`src/hw/rtl/mau_pkg.sv`:
```
// shared types, constants and saturation helpers for the multi-turn angle unwrap
package mau_pkg;

    // configuration register indexes
    localparam int CFG_IDX_W = 2;
    localparam logic [CFG_IDX_W-1:0] CFG_LOWER_LIMIT = 2'd0;
    localparam logic [CFG_IDX_W-1:0] CFG_UPPER_LIMIT = 2'd1;
    localparam logic [CFG_IDX_W-1:0] CFG_WRAP_ZONE   = 2'd2;
    localparam int CFG_DATA_W = 16;

    // register reset values
    localparam logic signed [15:0] LOWER_LIMIT_RST = 16'sd0;
    localparam logic signed [15:0] UPPER_LIMIT_RST = 16'sd8192;
    localparam logic [14:0]        WRAP_ZONE_RST   = 15'd2048;

    // previous raw angle after reset: half the reset range
    localparam logic signed [15:0] PREV_RAW_RST = 16'sd4096;

    // item kinds
    localparam logic KIND_SAMPLE = 1'b0;
    localparam logic KIND_SYNC   = 1'b1;

    // stream widths
    localparam int S_TDATA_W = 48;
    localparam int M_TDATA_W = 80;

    typedef struct packed {
        logic signed [15:0] lower_limit;
        logic signed [15:0] upper_limit;
        logic [14:0]        wrap_zone;
    } cfg_t;

    typedef struct packed {
        logic               kind;
        logic signed [15:0] raw_angle;
        logic signed [31:0] setpoint;
    } item_t;

    typedef struct packed {
        logic signed [15:0] turn_count;
        logic signed [31:0] adjusted_setpoint;
        logic signed [31:0] extended_angle;
    } result_t;

    // clamp a 34-bit two's complement value to 32 bits
    function automatic logic signed [31:0] sat32(input logic signed [33:0] v);
        logic signed [31:0] r;
        if (v[33:31] == 3'b000 || v[33:31] == 3'b111) begin
            r = v[31:0];
        end else if (v[33]) begin
            r = {1'b1, {31{1'b0}}};
        end else begin
            r = {1'b0, {31{1'b1}}};
        end
        return r;
    endfunction

    // clamp a 17-bit two's complement value to 16 bits
    function automatic logic signed [15:0] sat16(input logic signed [16:0] v);
        logic signed [15:0] r;
        if (v[16] == v[15]) begin
            r = v[15:0];
        end else if (v[16]) begin
            r = {1'b1, {15{1'b0}}};
        end else begin
            r = {1'b0, {15{1'b1}}};
        end
        return r;
    endfunction

endpackage

```
`src/hw/rtl/mau_cfg.sv`:
```
// configuration registers: limits and wrap zone width
module mau_cfg (
    input  logic                              aclk,
    input  logic                              aresetn,
    input  logic                              cfg_wr_en,
    input  logic [mau_pkg::CFG_IDX_W-1:0]     cfg_index,
    input  logic [mau_pkg::CFG_DATA_W-1:0]    cfg_wdata,
    output mau_pkg::cfg_t                     cfg
);

    mau_pkg::cfg_t cfg_reg;
    mau_pkg::cfg_t cfg_next;

    // decode the write
    always_comb begin
        cfg_next = cfg_reg;
        if (cfg_wr_en) begin
            case (cfg_index)
                mau_pkg::CFG_LOWER_LIMIT: cfg_next.lower_limit = cfg_wdata;
                mau_pkg::CFG_UPPER_LIMIT: cfg_next.upper_limit = cfg_wdata;
                mau_pkg::CFG_WRAP_ZONE:   cfg_next.wrap_zone   = cfg_wdata[14:0];
                default:                  cfg_next = cfg_reg;
            endcase
        end
    end

    always_ff @(posedge aclk) begin
        if (!aresetn) begin
            cfg_reg.lower_limit <= mau_pkg::LOWER_LIMIT_RST;
            cfg_reg.upper_limit <= mau_pkg::UPPER_LIMIT_RST;
            cfg_reg.wrap_zone   <= mau_pkg::WRAP_ZONE_RST;
        end else begin
            cfg_reg <= cfg_next;
        end
    end

    assign cfg = cfg_reg;

endmodule

```
`src/hw/rtl/mau_core.sv`:
```
// tracking state and the single-pass unwrap and synchronise datapath
module mau_core (
    input  logic                 aclk,
    input  logic                 aresetn,
    input  mau_pkg::cfg_t        cfg,
    input  mau_pkg::item_t       item,
    input  logic                 step,
    output mau_pkg::result_t     res,
    output logic signed [15:0]   turns
);

    logic signed [15:0] prev_raw_reg, prev_raw_next;
    logic signed [15:0] turns_reg, turns_next;
    logic signed [31:0] fb_reg, fb_next;

    // limits and edges, widened so nothing overflows
    logic signed [16:0] range_s;
    logic signed [17:0] hi_edge;
    logic signed [17:0] lo_edge;
    logic signed [17:0] raw_w;
    logic signed [17:0] prev_w;
    logic signed [31:0] upper_w;
    logic signed [31:0] lower_w;

    assign range_s = {cfg.upper_limit[15], cfg.upper_limit}
                   - {cfg.lower_limit[15], cfg.lower_limit};
    assign hi_edge = {{2{cfg.upper_limit[15]}}, cfg.upper_limit} - {3'b000, cfg.wrap_zone};
    assign lo_edge = {{2{cfg.lower_limit[15]}}, cfg.lower_limit} + {3'b000, cfg.wrap_zone};
    assign raw_w   = {{2{item.raw_angle[15]}}, item.raw_angle};
    assign prev_w  = {{2{prev_raw_reg[15]}}, prev_raw_reg};
    assign upper_w = {{16{cfg.upper_limit[15]}}, cfg.upper_limit};
    assign lower_w = {{16{cfg.lower_limit[15]}}, cfg.lower_limit};

    // wrap detection on a sample
    logic               wrap_dec;
    logic               wrap_inc;
    logic signed [15:0] turns_dec;
    logic signed [15:0] turns_inc;
    logic signed [15:0] turns_smp;

    assign wrap_dec  = (raw_w >= hi_edge) && (prev_w < lo_edge);
    assign wrap_inc  = (raw_w < lo_edge) && (prev_w >= hi_edge);
    assign turns_dec = mau_pkg::sat16({turns_reg[15], turns_reg} - 17'sd1);
    assign turns_inc = mau_pkg::sat16({turns_reg[15], turns_reg} + 17'sd1);
    assign turns_smp = wrap_dec ? turns_dec : (wrap_inc ? turns_inc : turns_reg);

    // extended angle: raw plus range times turns
    logic signed [32:0] prod;
    logic signed [33:0] smp_sum;

    assign prod    = range_s * turns_smp;
    assign smp_sum = {prod[32], prod} + {{18{item.raw_angle[15]}}, item.raw_angle};

    // synchronise shift by one range
    logic               sync_down;
    logic               sync_up;
    logic signed [33:0] range_w;
    logic signed [33:0] fb_w;
    logic signed [33:0] sp_w;
    logic signed [31:0] fb_dn, fb_up, sp_dn, sp_up;

    assign sync_down = (fb_reg >= upper_w) && (item.setpoint >= upper_w);
    assign sync_up   = (fb_reg < lower_w) && (item.setpoint < lower_w);
    assign range_w   = {{17{range_s[16]}}, range_s};
    assign fb_w      = {{2{fb_reg[31]}}, fb_reg};
    assign sp_w      = {{2{item.setpoint[31]}}, item.setpoint};
    assign fb_dn     = mau_pkg::sat32(fb_w - range_w);
    assign fb_up     = mau_pkg::sat32(fb_w + range_w);
    assign sp_dn     = mau_pkg::sat32(sp_w - range_w);
    assign sp_up     = mau_pkg::sat32(sp_w + range_w);

    // next state and result for the current item
    always_comb begin
        prev_raw_next         = prev_raw_reg;
        turns_next            = turns_reg;
        fb_next               = fb_reg;
        res.adjusted_setpoint = item.setpoint;
        case (item.kind)
            mau_pkg::KIND_SAMPLE: begin
                prev_raw_next = item.raw_angle;
                turns_next    = turns_smp;
                fb_next       = mau_pkg::sat32(smp_sum);
            end
            mau_pkg::KIND_SYNC: begin
                if (sync_down) begin
                    fb_next               = fb_dn;
                    res.adjusted_setpoint = sp_dn;
                    turns_next            = turns_dec;
                end else if (sync_up) begin
                    fb_next               = fb_up;
                    res.adjusted_setpoint = sp_up;
                    turns_next            = turns_inc;
                end
            end
            default: begin
                turns_next = turns_reg;
            end
        endcase
        res.extended_angle = fb_next;
        res.turn_count     = turns_next;
    end

    // state advances once per item
    always_ff @(posedge aclk) begin
        if (!aresetn) begin
            prev_raw_reg <= mau_pkg::PREV_RAW_RST;
            turns_reg    <= '0;
            fb_reg       <= '0;
        end else if (step) begin
            prev_raw_reg <= prev_raw_next;
            turns_reg    <= turns_next;
            fb_reg       <= fb_next;
        end
    end

    assign turns = turns_reg;

endmodule

```
`src/hw/rtl/multiturn_angle_unwrap.sv`:
```
// The edge that accepts the input transaction loads the input register; the result
// register is loaded when the item moves on. Throughput: one item per cycle while
// m_tready is high; the angle state updates as an item moves into the result register,
// so each item sees the state left by the one before it.
// Reset (aresetn low, synchronous): limits 0/8192, wrap zone 2048, turns and feedback 0,
// previous raw angle 4096, both pipeline registers empty.
module multiturn_angle_unwrap (
    input  logic                              aclk,
    input  logic                              aresetn,
    // input stream
    input  logic                              s_tvalid,
    output logic                              s_tready,
    input  logic [mau_pkg::S_TDATA_W-1:0]     s_tdata,  // raw_angle[15:0], setpoint[47:16]
    input  logic                              s_tuser,  // kind[0]
    // result stream
    output logic                              m_tvalid,
    input  logic                              m_tready,
    output logic [mau_pkg::M_TDATA_W-1:0]     m_tdata,  // extended_angle[31:0],
                                                        // adjusted_setpoint[63:32],
                                                        // turn_count[79:64]
    // configuration
    input  logic                              cfg_wr_en,
    input  logic [mau_pkg::CFG_IDX_W-1:0]     cfg_index,
    input  logic [mau_pkg::CFG_DATA_W-1:0]    cfg_wdata
);

    mau_pkg::cfg_t    cfg;
    mau_pkg::item_t   in_item_reg, in_item_next;
    logic             in_valid_reg, in_valid_next;
    mau_pkg::result_t res;
    mau_pkg::result_t res_reg, res_next;
    logic             out_valid_reg, out_valid_next;
    logic signed [15:0] turns_cur;
    logic             advance;
    logic             in_take;

    mau_cfg u_cfg (
        .aclk      (aclk),
        .aresetn   (aresetn),
        .cfg_wr_en (cfg_wr_en),
        .cfg_index (cfg_index),
        .cfg_wdata (cfg_wdata),
        .cfg       (cfg)
    );

    mau_core u_core (
        .aclk    (aclk),
        .aresetn (aresetn),
        .cfg     (cfg),
        .item    (in_item_reg),
        .step    (advance),
        .res     (res),
        .turns   (turns_cur)
    );

    // handshake: item moves on when the result register is free or being emptied
    assign advance  = in_valid_reg && (!out_valid_reg || m_tready);
    assign s_tready = !in_valid_reg || advance;
    assign in_take  = s_tvalid && s_tready;

    // next values of the two pipeline registers
    always_comb begin
        in_item_next  = in_item_reg;
        in_valid_next = in_valid_reg;
        if (in_take) begin
            in_item_next.kind      = s_tuser;
            in_item_next.raw_angle = s_tdata[15:0];
            in_item_next.setpoint  = s_tdata[47:16];
            in_valid_next          = 1'b1;
        end else if (advance) begin
            in_valid_next = 1'b0;
        end

        res_next       = res_reg;
        out_valid_next = out_valid_reg;
        if (advance) begin
            res_next       = res;
            out_valid_next = 1'b1;
        end else if (m_tready) begin
            out_valid_next = 1'b0;
        end
    end

    always_ff @(posedge aclk) begin
        if (!aresetn) begin
            in_valid_reg  <= 1'b0;
            out_valid_reg <= 1'b0;
        end else begin
            in_valid_reg  <= in_valid_next;
            out_valid_reg <= out_valid_next;
        end
    end

    // payload registers
    always_ff @(posedge aclk) begin
        in_item_reg <= in_item_next;
        res_reg     <= res_next;
    end

    assign m_tvalid = out_valid_reg;
    assign m_tdata  = {res_reg.turn_count, res_reg.adjusted_setpoint, res_reg.extended_angle};

`ifndef SYNTHESIS
    // back-pressure only while an item sits in the input register
    assert property (@(posedge aclk) disable iff (!aresetn)
        !s_tready |-> in_valid_reg)
        else $error("input stalled with empty input register");

    // a sample passes the setpoint through untouched
    assert property (@(posedge aclk) disable iff (!aresetn)
        (advance && in_item_reg.kind == mau_pkg::KIND_SAMPLE)
        |=> (res_reg.adjusted_setpoint == $past(in_item_reg.setpoint)))
        else $error("sample altered the setpoint");

    // the turn count moves by at most one per item
    assert property (@(posedge aclk) disable iff (!aresetn)
        advance |=> ((res_reg.turn_count == $past(turns_cur))
                  || (res_reg.turn_count == $past(turns_cur) + 16'sd1)
                  || (res_reg.turn_count == $past(turns_cur) - 16'sd1)))
        else $error("turn count jumped by more than one");

    // a result reaches the output only from an item that moved on
    assert property (@(posedge aclk) disable iff (!aresetn)
        $rose(m_tvalid) |-> $past(advance))
        else $error("result appeared without an item");
`endif

endmodule
```
`config.mk`:
```
export PLATFORM = sky130hd
export DESIGN_NAME = multiturn_angle_unwrap
export DESIGN_NICKNAME = d
export VERILOG_FILES = /design/src/hw/rtl/mau_pkg.sv /design/src/hw/rtl/mau_cfg.sv /design/src/hw/rtl/mau_core.sv /design/src/hw/rtl/multiturn_angle_unwrap.sv
export SDC_FILE = /design/constraint.sdc
export NUM_CORES = 2
export LEC_CHECK = 0
export BUFFER_PORTS_ARGS = -buffer_cell sky130_fd_sc_hd__buf_2
export CORE_MARGIN = 4
export CORE_UTILIZATION = 59
export CTS_BUF_LIST = sky130_fd_sc_hd__clkbuf_4 sky130_fd_sc_hd__clkbuf_8
export CTS_CLUSTER_DIAMETER = 150
export DETAILED_ROUTE_END_ITERATION = 8
export HOLD_SLACK_MARGIN = 0.12
export PLACE_DENSITY = 0.82
export SYNTH_ARGS = -nofsm -noshare
export SYNTH_HDL_FRONTEND = slang
export SYNTH_SLANG_ARGS = --single-unit
```
`constraint.sdc`:
```
create_clock -name aclk -period 10.76 [get_ports aclk]
set_input_delay 1.076 -clock aclk [delete_from_list [all_inputs] [get_ports aclk]]
set_output_delay 1.076 -clock aclk [all_outputs]
set_load 0.01 [all_outputs]
```
==> run metrics <==
outcome complete, but fails checks; failing checks setup timing; Setup-failing EPs final 64; Worst-Skew Late Latency 0.67 ns; sequential area share after synthesis 16.9%; Post-Place Worst Slack -0.628 ns; max reg flops 80; Worst Setup Start Kind flop; area of the mapped netlist 36,200 um2; Final Hold Fails 0; Die ar. 65,400 um2; Worst path max stage delay 0.54 ns; setup ws final -1.08 ns; drt via density 6.55; layout cells sized above 1 17.5%; count of different cell masters after synthesis 103; Final Cell Area 42,600 um2; Total Routing Usage GR 38.4%; measured slew at the worst slew-check pin 1.32 ns; grt ovf 0; Pins Over Slew Limit 0; Syn. warnings 0; wire length of the first global-routing pass 199,000 um; ranking of synthesized cells by area fa_1 17%, ha_1 16%, edfxtp_1 11%; leading area contributor after synthesis fa_1; non-filler cells in the finished layout 5,501; Initial Util 59.8%; DR pass1 iterations 9; Crit path buffers/inverters 15; number of buffers created by CTS 43; cell count after synthesis 4,328; DR iter-0 viols 4,388; top-level port count 154; Final min period 11.84 ns; CTS tree built; crit path max fanout 8; Clock Skew 0.0810 ns; predominant post-synthesis flop cell edfxtp_1; hpwl dp 98,700 um; Slew Limit Headroom 11.5%; Final Wtd Congestion 1.03; Root Driver clkbuf_8; DIE WIDTH 256 um; CTS sink cnt 242; Worst Path Required 11.23 ns; detailed-route via count 36,033; CTS Hold Bufs 0; Core Util, Final 70.3%; critical path class flop to flop; Yosys top cell area share 17.0%; Site Rows 90; Final period util 110%; Max Cap Viol 0; CP top delay family compound AO/OA/AOI/OAI gates; Cells after DPL 5,336; overall routed net length 133,000 um; Syn Area/Cell 8.36 um2; Reg clk slew, reported paths 0.06 ns; core area 60,600 um2; P&R area growth vs syn 17.6%; Final ANT Viol Nets 0; number of synthesized flops with an enable pin 129; unrepaired setup endpoints after global routing yes; fin nets 5,515; Residual DRC 0; largest net degree at the start of global routing 74; CTS max path bufs 3; H-tree lvl count 2; min-delay worst type flop to flop; Setup crit end kind flop; Post-synth ARST share 0%; WL/cell 24.2 um; Max Clk Rate 84.5 MHz; vias in the first global route 35,178; Syn Nets 5,162; antenna violations before repair 4; PortBufs 153; Slowest cell on crit path fa_1; worst endpoint data arrival time 12.31 ns; die span in y 256 um; Post-DP Area 39,600 um2; Fillers 4,525; post-synthesis register bit count 242
-- cell usage in the layout (no fill, tap or decap), drive strengths merged, types with 13 or more instances in the layout --
| cell | n |
|---|---|
| nor2 | 407 |
| a211o | 13 |
| a31oi | 32 |
| o31ai | 46 |
| clkbuf | 61 |
| o221ai | 14 |
| or3 | 28 |
| o211ai | 31 |
| nand2 | 403 |
| xor2 | 46 |
| inv | 473 |
| buf | 491 |
| o21a | 37 |
| o21bai | 54 |
| nor2b | 33 |
| o22ai | 21 |
| nor4 | 26 |
| dfxtp | 113 |
| ha | 454 |
| a21boi | 73 |
| edfxtp | 129 |
| xnor2 | 139 |
| nor3 | 99 |
| and3 | 24 |
| o21ai | 186 |
| clkinv | 18 |
| nand2b | 57 |
| a21oi | 297 |
| and2 | 49 |
| nand3 | 93 |
| fa | 308 |
| mux2i | 24 |
| a21o | 101 |
| nand4 | 43 |
| a22oi | 36 |
| a211oi | 38 |
-- Yosys cell counts (all sizes together) (99+ instances only) --
| master | count |
|---|---|
| edfxtp | 129 |
| inv | 471 |
| a21oi | 297 |
| xnor2 | 139 |
| o21ai | 186 |
| ha | 454 |
| nand2 | 403 |
| nor2 | 407 |
| dfxtp | 113 |
| fa | 308 |
| nor3 | 99 |
| clkbuf | 138 |
| a21o | 101 |
-- layout make-up --
cell class,count,area (um2),area share (%)
Antenna cell,3,7.51,0.0176
Clock buffer,59,749,1.76
Clock inverter,21,274,0.644
Inverter,479,1800,4.23
Multi-Input combinational cell,3422,28800,67.7
Sequential cell,242,6140,14.4
Tap cell,782,978,2.30
Timing Repair Buffer,493,3810,8.95
-- logic make-up after synthesis --
| logic type | after synthesis | share of synthesized area (%) |
|---|---|---|
| xor gates and xnor gates | 185 | 4.48 |
| DFF | 242 | 16.9 |
| AOI/OAI and AO/OA | 1132 | 21.1 |
| adders and majority gates | 763 | 32.8 |
| and+or+nand+nor | 1312 | 16.7 |
| muxes | 30 | 0.861 |
| buffers and inverters | 664 | 7.14 |
-- worst paths after layout --
path	start	endpoint	slack (ns)	cells past startpoint
setup / recovery	u_cfg.cfg[31]$_SDFFE_PN0P_	u_core.fb_reg[30]$_SDFFE_PN0P_	-1.08	54
hold / removal	u_cfg.cfg[9]$_SDFFE_PN0P_	u_cfg.cfg[9]$_SDFFE_PN0P_	0.49	2
setup reg to reg	u_cfg.cfg[31]$_SDFFE_PN0P_	u_core.fb_reg[30]$_SDFFE_PN0P_	-1.08	54
hold reg to reg	u_cfg.cfg[9]$_SDFFE_PN0P_	u_cfg.cfg[9]$_SDFFE_PN0P_	0.49	2
-- per-stage QoR --
stage / hold WS (ns) / setup TNS [ns]
after floorplan: 0.451 / 0
final: 0.495 / -58.31
after CTS: 0.494 / -24.78
after global placement: 0.468 / -19.07
after global routing: 0.512 / -80.49
after detailed placement: 0.484 / -33.71
-- timing repair --
action	4_1_cts	5_1_grt
setup endpoints to repair	64	64
gates cloned	7	1
setup buffers	44	33
pin swaps	34	68
gates resized for setup	146	123
-- worst register-to-register path: cells and delay by family (launching register included) --
family          cells  cell delay, ns
compound gates     22            4.30
fa+ha+maj          10            3.80
buf+inv            15            1.70
simple gates        6            1.26
flops               1            0.33
mux                 1            0.28
-- metal layers --
layer / share of wire (%) / wire (um) / GRT usage, %
met4: 8.3 / 11100 / 25.0
met2: 42 / 56500 / 58.5
met1: 36 / 48300 / 48.1
met5: 0.0083 / 11 / 0
met3: 13 / 17400 / 10.6
Power is not shown: default switching activity piles up to over one toggle a cycle in this logic, so the estimate is an artifact.
